==> src/rtl/bba_pkg.sv <==
// Shared constants and payload types of the buddy block allocator.
`default_nettype none
package bba_pkg;

  localparam int unsigned MAX_LEVELS = 7;
  localparam int unsigned LEAF_BYTES = 16;
  localparam int unsigned NODE_COUNT = (2 << MAX_LEVELS) - 1;
  localparam int unsigned NODE_AW    = MAX_LEVELS + 1;
  localparam int unsigned LVL_W      = 3;
  localparam int unsigned POS_W      = MAX_LEVELS;

  // node codes
  localparam logic [1:0] ND_FREE  = 2'd0;
  localparam logic [1:0] ND_USED  = 2'd1;
  localparam logic [1:0] ND_SPLIT = 2'd2;
  localparam logic [1:0] ND_FULL  = 2'd3;

  // result codes
  localparam logic [1:0] RS_OK       = 2'd0;
  localparam logic [1:0] RS_ZERO     = 2'd1;
  localparam logic [1:0] RS_NO_SPACE = 2'd2;
  localparam logic [1:0] RS_BAD_OFFS = 2'd3;

  // register index
  localparam logic REG_TREE_LEVELS = 1'b0;

  typedef struct packed {
    logic        mode;
    logic [11:0] request_size;
    logic [10:0] block_offset;
  } req_t;

  typedef struct packed {
    logic [1:0]  status;
    logic [10:0] alloc_offset;
    logic [11:0] remaining_bytes;
  } rsp_t;

endpackage
`default_nettype wire

==> src/rtl/bba_ram.sv <==
// Generic simple dual-port RAM with registered read.
`default_nettype none
module bba_ram #(
  parameter int unsigned WIDTH = 2,
  parameter int unsigned DEPTH = 256
) (
  input  wire logic                     clk_i,
  input  wire logic                     we_i,
  input  wire logic [$clog2(DEPTH)-1:0] waddr_i,
  input  wire logic [WIDTH-1:0]         wdata_i,
  input  wire logic                     re_i,
  input  wire logic [$clog2(DEPTH)-1:0] raddr_i,
  output logic      [WIDTH-1:0]         rdata_o
);

  logic [WIDTH-1:0] mem_q [DEPTH];

  always_ff @(posedge clk_i) begin
    if (we_i) begin
      mem_q[waddr_i] <= wdata_i;
    end
    if (re_i) begin
      rdata_o <= mem_q[raddr_i];
    end
  end

endmodule
`default_nettype wire

==> src/rtl/buddy_block_allocator.sv <==
// Buddy block allocator: top level with the node-status memory sequencer.
//
// Requests come in on in_valid_i/in_ready_o as one word (mode, size, offset).
// Each request gives exactly one result word on out_valid_o/out_ready_i:
// a status, the byte offset of a new block and the free bytes left.
// The block serves one request at a time. The node-status tree sits in one
// two-bit memory with a registered read, and every step of a request is a
// read or a write of that memory:
//   zero size or too large: no memory access.
//   allocate: a left-first search over the nodes, a split per level, the
//     used mark, then the ancestors marked full.
//   free: a walk down the levels, buddies merged, then the ancestors turned
//     back to split.
// A finished result waits in the output register while the next request is
// taken; a stalled receiver holds the block only once a second result is
// ready. Reset gives 128 leaves of 16 bytes, all free. A write of
// tree_levels (APB, address 0) empties the tree at once by clearing the
// per-node valid flags; no clearing pass is needed.
`default_nettype none
module buddy_block_allocator
  import bba_pkg::*;
(
  input  wire logic        clk_i,
  input  wire logic        rst_ni,
  input  wire logic        in_valid_i,
  output logic             in_ready_o,
  input  wire req_t        in_data_i,
  output logic             out_valid_o,
  input  wire logic        out_ready_i,
  output rsp_t             out_data_o,
  input  wire logic        psel,
  input  wire logic        penable,
  input  wire logic        pwrite,
  input  wire logic [2:0]  paddr,
  input  wire logic [31:0] pwdata,
  output logic [31:0]      prdata,
  output logic             pready
);

  localparam logic [3:0] S_IDLE  = 4'd0;
  localparam logic [3:0] S_A_RD  = 4'd1;
  localparam logic [3:0] S_A_CHK = 4'd2;
  localparam logic [3:0] S_SPLIT = 4'd3;
  localparam logic [3:0] S_P_RD  = 4'd4;
  localparam logic [3:0] S_P_CHK = 4'd5;
  localparam logic [3:0] S_F_RD  = 4'd6;
  localparam logic [3:0] S_F_CHK = 4'd7;
  localparam logic [3:0] S_M_RD  = 4'd8;
  localparam logic [3:0] S_M_CHK = 4'd9;
  localparam logic [3:0] S_M_WR  = 4'd10;
  localparam logic [3:0] S_U_RD  = 4'd11;
  localparam logic [3:0] S_U_CHK = 4'd12;
  localparam logic [3:0] S_DONE  = 4'd13;

  function automatic logic [NODE_AW-1:0] node_at(logic [LVL_W-1:0] l, logic [POS_W-1:0] p);
    return ((NODE_AW'(1) << l) - NODE_AW'(1)) + NODE_AW'(p);
  endfunction

  function automatic logic [NODE_AW-1:0] sib(logic [NODE_AW-1:0] i);
    return i[0] ? i + NODE_AW'(1) : i - NODE_AW'(1);
  endfunction

  function automatic logic [NODE_AW-1:0] parent(logic [NODE_AW-1:0] i);
    return (i - NODE_AW'(1)) >> 1;
  endfunction

  function automatic logic [3:0] bit_len(logic [7:0] v);
    logic [3:0] r;
    r = 4'd0;
    for (int i = 0; i < 8; i++) begin
      if (v[i]) r = 4'(i + 1);
    end
    return r;
  endfunction

  function automatic logic [LVL_W-1:0] trail_z(logic [NODE_AW-1:0] v);
    logic [LVL_W-1:0] r;
    r = '0;
    for (int i = NODE_AW - 2; i >= 0; i--) begin
      if (v[i]) r = LVL_W'(i);
    end
    return r;
  endfunction

  logic [3:0]            state_q, state_d;
  logic [LVL_W-1:0]      levels_q, levels_d;
  logic [11:0]           free_q, free_d;
  logic [LVL_W-1:0]      lvl_q, lvl_d;
  logic [POS_W-1:0]      pos_q, pos_d;
  logic [LVL_W-1:0]      lv_q, lv_d;
  logic [LVL_W-1:0]      k_q, k_d;
  logic [11:0]           blk_q, blk_d;
  logic [POS_W-1:0]      tpos_q, tpos_d;
  logic                  sub_q, sub_d;
  logic [NODE_AW-1:0]    idx_q, idx_d;
  logic [11:0]           start_q, start_d;
  logic [11:0]           len_q, len_d;
  logic [10:0]           off_q, off_d;
  logic [1:0]            st_q, st_d;
  logic [10:0]           aoff_q, aoff_d;
  logic                  out_valid_q, out_valid_d;
  rsp_t                  out_q, out_d;
  logic [NODE_COUNT-1:0] vld_q, vld_d;
  logic                  rd_vld_q;

  logic                  we, re;
  logic [NODE_AW-1:0]    waddr, raddr;
  logic [1:0]            wdata, rdata, node_st;
  logic                  cfg_wr;
  logic [11:0]           total;
  logic [11:0]           sm1;
  logic [3:0]            k_need;
  logic [12:0]           blk13;
  logic [NODE_AW-1:0]    np;
  logic [LVL_W-1:0]      tz;
  logic [11:0]           half;
  logic [12:0]           sum13;

  bba_ram #(.WIDTH(2), .DEPTH(NODE_COUNT)) u_ram (
    .clk_i   (clk_i),
    .we_i    (we),
    .waddr_i (waddr),
    .wdata_i (wdata),
    .re_i    (re),
    .raddr_i (raddr),
    .rdata_o (rdata)
  );

  assign node_st    = rd_vld_q ? rdata : ND_FREE;
  assign cfg_wr     = psel && penable && pwrite && (paddr[2] == REG_TREE_LEVELS);
  assign pready     = 1'b1;
  assign prdata     = (paddr[2] == REG_TREE_LEVELS) ? 32'(levels_q) : 32'd0;
  assign in_ready_o = (state_q == S_IDLE);
  assign out_valid_o = out_valid_q;
  assign out_data_o  = out_q;
  assign total = 12'(LEAF_BYTES) << levels_q;

  assign sm1    = in_data_i.request_size - 12'd1;
  assign k_need = bit_len(sm1[11:4]);
  assign blk13  = 13'(LEAF_BYTES) << k_need;
  assign np     = {1'b0, pos_q} + NODE_AW'(1);
  assign tz     = trail_z(np);
  assign half   = len_q >> 1;
  assign sum13  = {1'b0, free_q} + {1'b0, len_q};

  always_comb begin
    state_d = state_q;   levels_d = levels_q; free_d = free_q;
    lvl_d = lvl_q;       pos_d = pos_q;       lv_d = lv_q;
    k_d = k_q;           blk_d = blk_q;       tpos_d = tpos_q;
    sub_d = sub_q;       idx_d = idx_q;       start_d = start_q;
    len_d = len_q;       off_d = off_q;       st_d = st_q;
    aoff_d = aoff_q;     out_valid_d = out_valid_q;
    out_d = out_q;       vld_d = vld_q;
    we = 1'b0; waddr = '0; wdata = ND_FREE;
    re = 1'b0; raddr = '0;

    if (out_valid_q && out_ready_i) begin
      out_valid_d = 1'b0;
    end

    unique case (state_q)
      S_IDLE: begin
        if (in_valid_i) begin
          aoff_d = '0;
          if (in_data_i.mode) begin
            off_d = in_data_i.block_offset;
            idx_d = '0; start_d = '0; len_d = total; lvl_d = '0;
            state_d = S_F_RD;
          end else if (in_data_i.request_size == 12'd0) begin
            st_d = RS_ZERO; state_d = S_DONE;
          end else if (k_need > 4'(levels_q) || blk13 > {1'b0, free_q}) begin
            st_d = RS_NO_SPACE; state_d = S_DONE;
          end else begin
            k_d = LVL_W'(k_need);
            blk_d = blk13[11:0];
            lv_d = levels_q - LVL_W'(k_need);
            lvl_d = '0; pos_d = '0;
            state_d = S_A_RD;
          end
        end
      end
      S_A_RD: begin
        re = 1'b1; raddr = node_at(lvl_q, pos_q);
        state_d = S_A_CHK;
      end
      S_A_CHK: begin
        if (node_st == ND_FREE) begin
          tpos_d = pos_q << (lv_q - lvl_q);
          sub_d = 1'b0;
          state_d = S_SPLIT;
        end else if (lvl_q == lv_q || node_st != ND_SPLIT) begin
          // skip the whole subtree and resume at the next unvisited node
          if (np == (NODE_AW'(1) << lvl_q)) begin
            st_d = RS_NO_SPACE; state_d = S_DONE;
          end else begin
            lvl_d = lvl_q - tz;
            pos_d = POS_W'(np >> tz);
            state_d = S_A_RD;
          end
        end else begin
          lvl_d = lvl_q + LVL_W'(1);
          pos_d = pos_q << 1;
          state_d = S_A_RD;
        end
      end
      S_SPLIT: begin
        we = 1'b1;
        if (lvl_q == lv_q) begin
          waddr = node_at(lv_q, tpos_q); wdata = ND_USED;
          idx_d = node_at(lv_q, tpos_q);
          free_d = free_q - blk_q;
          aoff_d = 11'({tpos_q, 4'b0000} << k_q);
          state_d = S_P_RD;
        end else if (!sub_q) begin
          waddr = node_at(lvl_q, tpos_q >> (lv_q - lvl_q)); wdata = ND_SPLIT;
          sub_d = 1'b1;
        end else begin
          waddr = sib(node_at(lvl_q + LVL_W'(1),
                              tpos_q >> (lv_q - lvl_q - LVL_W'(1))));
          wdata = ND_FREE;
          sub_d = 1'b0;
          lvl_d = lvl_q + LVL_W'(1);
        end
      end
      S_P_RD: begin
        if (idx_q == '0) begin
          st_d = RS_OK; state_d = S_DONE;
        end else begin
          re = 1'b1; raddr = sib(idx_q);
          state_d = S_P_CHK;
        end
      end
      S_P_CHK: begin
        if (node_st == ND_USED || node_st == ND_FULL) begin
          we = 1'b1; waddr = parent(idx_q); wdata = ND_FULL;
          idx_d = parent(idx_q);
          state_d = S_P_RD;
        end else begin
          st_d = RS_OK; state_d = S_DONE;
        end
      end
      S_F_RD: begin
        re = 1'b1; raddr = idx_q;
        state_d = S_F_CHK;
      end
      S_F_CHK: begin
        if (node_st == ND_USED) begin
          if ({1'b0, off_q} != start_q) begin
            st_d = RS_BAD_OFFS; state_d = S_DONE;
          end else begin
            free_d = (sum13 > {1'b0, total}) ? total : sum13[11:0];
            state_d = S_M_RD;
          end
        end else if (node_st == ND_FREE || lvl_q >= levels_q) begin
          st_d = RS_BAD_OFFS; state_d = S_DONE;
        end else begin
          len_d = half;
          lvl_d = lvl_q + LVL_W'(1);
          if ({1'b0, off_q} < start_q + half) begin
            idx_d = {idx_q[NODE_AW-2:0], 1'b1};
          end else begin
            idx_d = {idx_q[NODE_AW-2:0], 1'b0} + NODE_AW'(2);
            start_d = start_q + half;
          end
          state_d = S_F_RD;
        end
      end
      S_M_RD: begin
        if (idx_q == '0) begin
          state_d = S_M_WR;
        end else begin
          re = 1'b1; raddr = sib(idx_q);
          state_d = S_M_CHK;
        end
      end
      S_M_CHK: begin
        if (node_st == ND_FREE) begin
          idx_d = parent(idx_q);
          state_d = S_M_RD;
        end else begin
          state_d = S_M_WR;
        end
      end
      S_M_WR: begin
        we = 1'b1; waddr = idx_q; wdata = ND_FREE;
        state_d = S_U_RD;
      end
      S_U_RD: begin
        if (idx_q == '0) begin
          st_d = RS_OK; state_d = S_DONE;
        end else begin
          re = 1'b1; raddr = parent(idx_q);
          idx_d = parent(idx_q);
          state_d = S_U_CHK;
        end
      end
      S_U_CHK: begin
        if (node_st == ND_FULL) begin
          we = 1'b1; waddr = idx_q; wdata = ND_SPLIT;
          state_d = S_U_RD;
        end else begin
          st_d = RS_OK; state_d = S_DONE;
        end
      end
      S_DONE: begin
        if (!out_valid_q || out_ready_i) begin
          out_valid_d = 1'b1;
          out_d.status = st_q;
          out_d.alloc_offset = aoff_q;
          out_d.remaining_bytes = free_q;
          state_d = S_IDLE;
        end
      end
      default: state_d = S_IDLE;
    endcase

    if (we) begin
      vld_d[waddr] = 1'b1;
    end
    if (cfg_wr) begin
      // empty the tree and take the new size
      levels_d = pwdata[LVL_W-1:0];
      free_d = 12'(LEAF_BYTES) << pwdata[LVL_W-1:0];
      vld_d = '0;
    end
  end

  always_ff @(posedge clk_i or negedge rst_ni) begin
    if (!rst_ni) begin
      state_q     <= S_IDLE;
      levels_q    <= LVL_W'(MAX_LEVELS);
      free_q      <= 12'(LEAF_BYTES) << MAX_LEVELS;
      out_valid_q <= 1'b0;
      vld_q       <= '0;
      rd_vld_q    <= 1'b0;
    end else begin
      state_q     <= state_d;
      levels_q    <= levels_d;
      free_q      <= free_d;
      out_valid_q <= out_valid_d;
      vld_q       <= vld_d;
      if (re) begin
        rd_vld_q <= vld_q[raddr];
      end
    end
  end

  always_ff @(posedge clk_i) begin
    lvl_q   <= lvl_d;   pos_q   <= pos_d;   lv_q    <= lv_d;
    k_q     <= k_d;     blk_q   <= blk_d;   tpos_q  <= tpos_d;
    sub_q   <= sub_d;   idx_q   <= idx_d;   start_q <= start_d;
    len_q   <= len_d;   off_q   <= off_d;   st_q    <= st_d;
    aoff_q  <= aoff_d;  out_q   <= out_d;
  end

endmodule
`default_nettype wire

==> config.mk <==
export PLATFORM = sky130hd
export DESIGN_NAME = buddy_block_allocator
export DESIGN_NICKNAME = d
export VERILOG_FILES = /design/src/rtl/bba_pkg.sv /design/src/rtl/bba_ram.sv /design/src/rtl/buddy_block_allocator.sv
export SDC_FILE = /design/constraint.sdc
export NUM_CORES = 2
export LEC_CHECK = 0
export BUFFER_PORTS_ARGS = -buffer_cell sky130_fd_sc_hd__buf_4
export CAP_MARGIN = 30
export CORE_ASPECT_RATIO = 0.7
export CORE_MARGIN = 2
export CORE_UTILIZATION = 40
export CTS_BUF_LIST = sky130_fd_sc_hd__clkbuf_2 sky130_fd_sc_hd__clkbuf_4 sky130_fd_sc_hd__clkbuf_8
export CTS_CLUSTER_SIZE = 14
export DETAILED_ROUTE_END_ITERATION = 12
export GPL_TIMING_DRIVEN = 0
export MAX_ROUTING_LAYER = met4
export PLACE_DENSITY = 0.51
export SLEW_MARGIN = 40
export SYNTH_ARGS = -nofsm -noshare
export SYNTH_HDL_FRONTEND = slang
export SYNTH_SLANG_ARGS = --single-unit
==> constraint.sdc <==
create_clock -name clk_i -period 20.5 [get_ports clk_i]
set_input_delay 2.05 -clock clk_i [delete_from_list [all_inputs] [get_ports clk_i]]
set_output_delay 2.05 -clock clk_i [all_outputs]
set_load 0.005 [all_outputs]
==> results.tsv <==
metric	value	unit
global-route wire length before repair	270300	µm
slowest CP cell	fa_1	
# clock sinks	893	
worst skew pair latency	0.91	ns
top_reg_cell synth	edfxtp_1	
worst-margin pin slew	1.011	ns
Routed Antenna Nets	0	
Hold-fix buffers, CTS	0	
Hold Vio Cnt, Final	0	
CTS clk-pin slew, worst paths	0.07	ns
share of cells above drive strength 1	12.79	%
#FFs+latches synth	893	
Synth Warn #	0	
hold crit path type	flop to flop	
Final HPWL DP	136500	µm
Util after Layout	45.99	%
DRT Wirelength	193800	µm
final non-filler cell total	6512	
Post-Syn Instances	4578	
distinct cell type count after synthesis	98	
crit-path max cell delay	0.62	ns
Async SR Flop Fraction	30.91	%
DR iter-0 viols	6405	
final setup margin	11.71	ns
Worst R2R End	u_ram.mem_q[100][0]$_DFFE_PP_	
synthesized cell area	0.04559	mm²
die area	0.1167	mm²
GP Congestion	0.9933	
Fmax	0.1138	GHz
Setup CP Type	flop to flop	
Layout Nets	5068	
I/O Buffers	57	
Worst Path Arrival	9.32	ns
Die W	407.5	µm
Total GRT Usage	33.65	%
Layout area overhead	13.88	%
Reg2Reg Launch Point	lv_q[0]$_DFFE_PP_	
max-cap viol count	0	
FP Rows	103	
vias in the first global route	35930	
CTS tree	yes	
Residual DRC	0	
Avg Cell Area, Syn	9.959	µm²
RSZ-0062 raised after global routing	false	
Seq/Total Area, Yosys	55.80	%
WL/cell	29.76	µm
CP endpoint	u_ram.mem_q[100][0]$_DFFE_PP_	
Worst slew margin	32.16	%
core area	0.1129	mm²
status	finished clean	
Worst Setup SP	lv_q[0]$_DFFE_PP_	
EDFF count, synth	617	
Reg2Reg Setup Slack	11.71	ns
DRT Pass-1 Iters	8	
min Tclk post-route	8.785	ns
Placed Area	0.04886	mm²
period utilization	42.86	%
critical path startpoint category	flop	
# IOs	126	
Initial Util	40.39	%
postcts setup bufs	0	
pre-CTS setup slack	11.92	ns
clk_skew	0.06198	ns
DR vias/cell	6.029	
Critical Path RT	21.03	ns
Setup violations, final	0	
pin count of the biggest net entering global routing	69	
Critical Path Fanout Max	10	
GRT overflow	0	
CTS Buffer Depth	3	
CP endpoint kind	flop	
CTS root buf	clkbuf_8	
r2r worst-path depth	31	
CTS-repair resized insts	0	
Vias	39260	
Finished Cell Area	0.05192	mm²
Post-Place Cells	6236	
CTS buffer count	148	
H-tree levels	4	
die height	286.5	µm
max-slew violations	0	
antenna violations before repair	10	
-- logic make-up (layout without fill, tap and decap cells) --
kind of cell	Yosys count	in the layout	synth area share, %
other	2	44	0.01647
multiplexers	130	130	3.063
AO/OA/AOI/OAI	798	798	11.22
AND/OR/NAND/NOR	2061	2061	19.53
adder cells (fa/ha/maj)	136	136	3.897
flip-flops	893	893	55.80
XOR/XNOR	93	93	1.817
buffers and inverters	465	835	4.663
-- per-layer routing --
metal	global-route usage (%)	vias to the layer above	share of wire (%)
met4	9.620	0	2.7
met5	-	-	0
met1	49.57	19530	44
met2	42.19	2639	38
li1	-	16760	-
met3	12.49	325	15
-- synthesized netlist by cell type, types with 18 or more instances --
cell,n,area share (%)
xor2_1,39,0.75
mux2i_1,117,2.6
and3_1,82,1.1
nor2b_1,22,0.30
inv_1,102,0.84
o211ai_1,18,0.30
o21ai_0,345,3.8
ha_1,126,3.5
edfxtp_1,617,41
nand2_1,1044,8.6
buf_2,112,1.2
a21oi_1,83,0.91
xnor2_1,53,1.0
a31oi_1,65,0.89
a211oi_1,42,0.69
a22oi_1,18,0.30
nor2_1,405,3.3
dfrtp_1,272,15
clkbuf_1,174,1.4
a21o_1,35,0.58
nor3_1,46,0.50
nand3_1,347,3.8
a311oi_1,42,0.81
nand2b_1,23,0.32
buf_4,56,0.92
-- critical path, delay by kind of cell (launching register included) --
family / cells / cell delay (ns)
xor+xnor: 2 / 0.50
flops: 1 / 0.53
simple gates: 5 / 1.34
buf+inv: 10 / 2.39
mux: 1 / 0.37
compound gates: 6 / 1.07
fa+ha+maj: 7 / 2.23
-- flip-flops by register name (all words and copies together), names as in the netlist, 2 cells and up --
signal         count
off_q             11
vld_q            255
aoff_q             7
free_q            12
out_data_o        21
u_ram.mem_q      510
state_q            4
pos_q              7
k_q                3
lvl_q              3
len_q             12
levels_q           3
u_ram.rdata_o      2
idx_q              8
tpos_q             7
lv_q               3
blk_q              8
st_q               2
start_q           12
-- placed cells by master (no fill, tap or decap), types with 82 or more instances in the layout --
cell      synthesis  final
nand3_1         347    347
ha_1            126    126
buf_2           112    118
nand2_1        1044   1044
o21ai_0         345    343
nor2_1          405    402
clkbuf_8          0    165
buf_4            56    120
dfrtp_1         272    272
edfxtp_1        617    617
clkbuf_1        174    127
and3_1           82     82
a21oi_1          83     83
mux2i_1         117    115
inv_1           102    102
-- final cells by class --
| cell class | count | area (µm²) |
|---|---|---|
| Antenna cell | 10 | 25.02 |
| Buffer | 362 | 1798 |
| Clock buffer | 232 | 2774 |
| Clock inverter | 32 | 225.2 |
| Fill cell | 11020 | 60970 |
| Inverter | 103 | 386.6 |
| Multi-Input combinational cell | 3252 | 18260 |
| Sequential cell | 893 | 25440 |
| Tap cell | 1522 | 1904 |
| Timing Repair Buffer | 106 | 1104 |
-- worst min-delay path by stage --
stage                                        from                       end  slack (ns)  depth (start not counted)
after floorplan           aoff_q[4]$_SDFFCE_PP0P_  out_data_o[16]$_DFFE_PP_        0.40                          0
after global placement    aoff_q[9]$_SDFFCE_PN0P_  out_data_o[21]$_DFFE_PP_        0.41                          0
after detailed placement  aoff_q[7]$_SDFFCE_PP0P_  out_data_o[19]$_DFFE_PP_        0.40                          0
after CTS                 aoff_q[7]$_SDFFCE_PP0P_  out_data_o[19]$_DFFE_PP_        0.42                          0
after global routing      aoff_q[7]$_SDFFCE_PP0P_  out_data_o[19]$_DFFE_PP_        0.43                          0
final                     aoff_q[7]$_SDFFCE_PP0P_  out_data_o[19]$_DFFE_PP_        0.42                          0
-- through the flow --
| step | setup TNS, ns | hold WS [ns] |
|---|---|---|
| 5_1_grt | 0 | 0.4262 |
| 4_1_cts | 0 | 0.4194 |
| 3_3_place_gp | -3915.78 | 0.4083 |
| 2_1_floorplan | 0 | 0.4003 |
| 3_5_place_dp | 0 | 0.4045 |
| 6_report | 0 | 0.4184 |
Power is left out: the tool's default activity adds up to more than one toggle a clock period on the data nets, which glitch-free logic cannot reach.
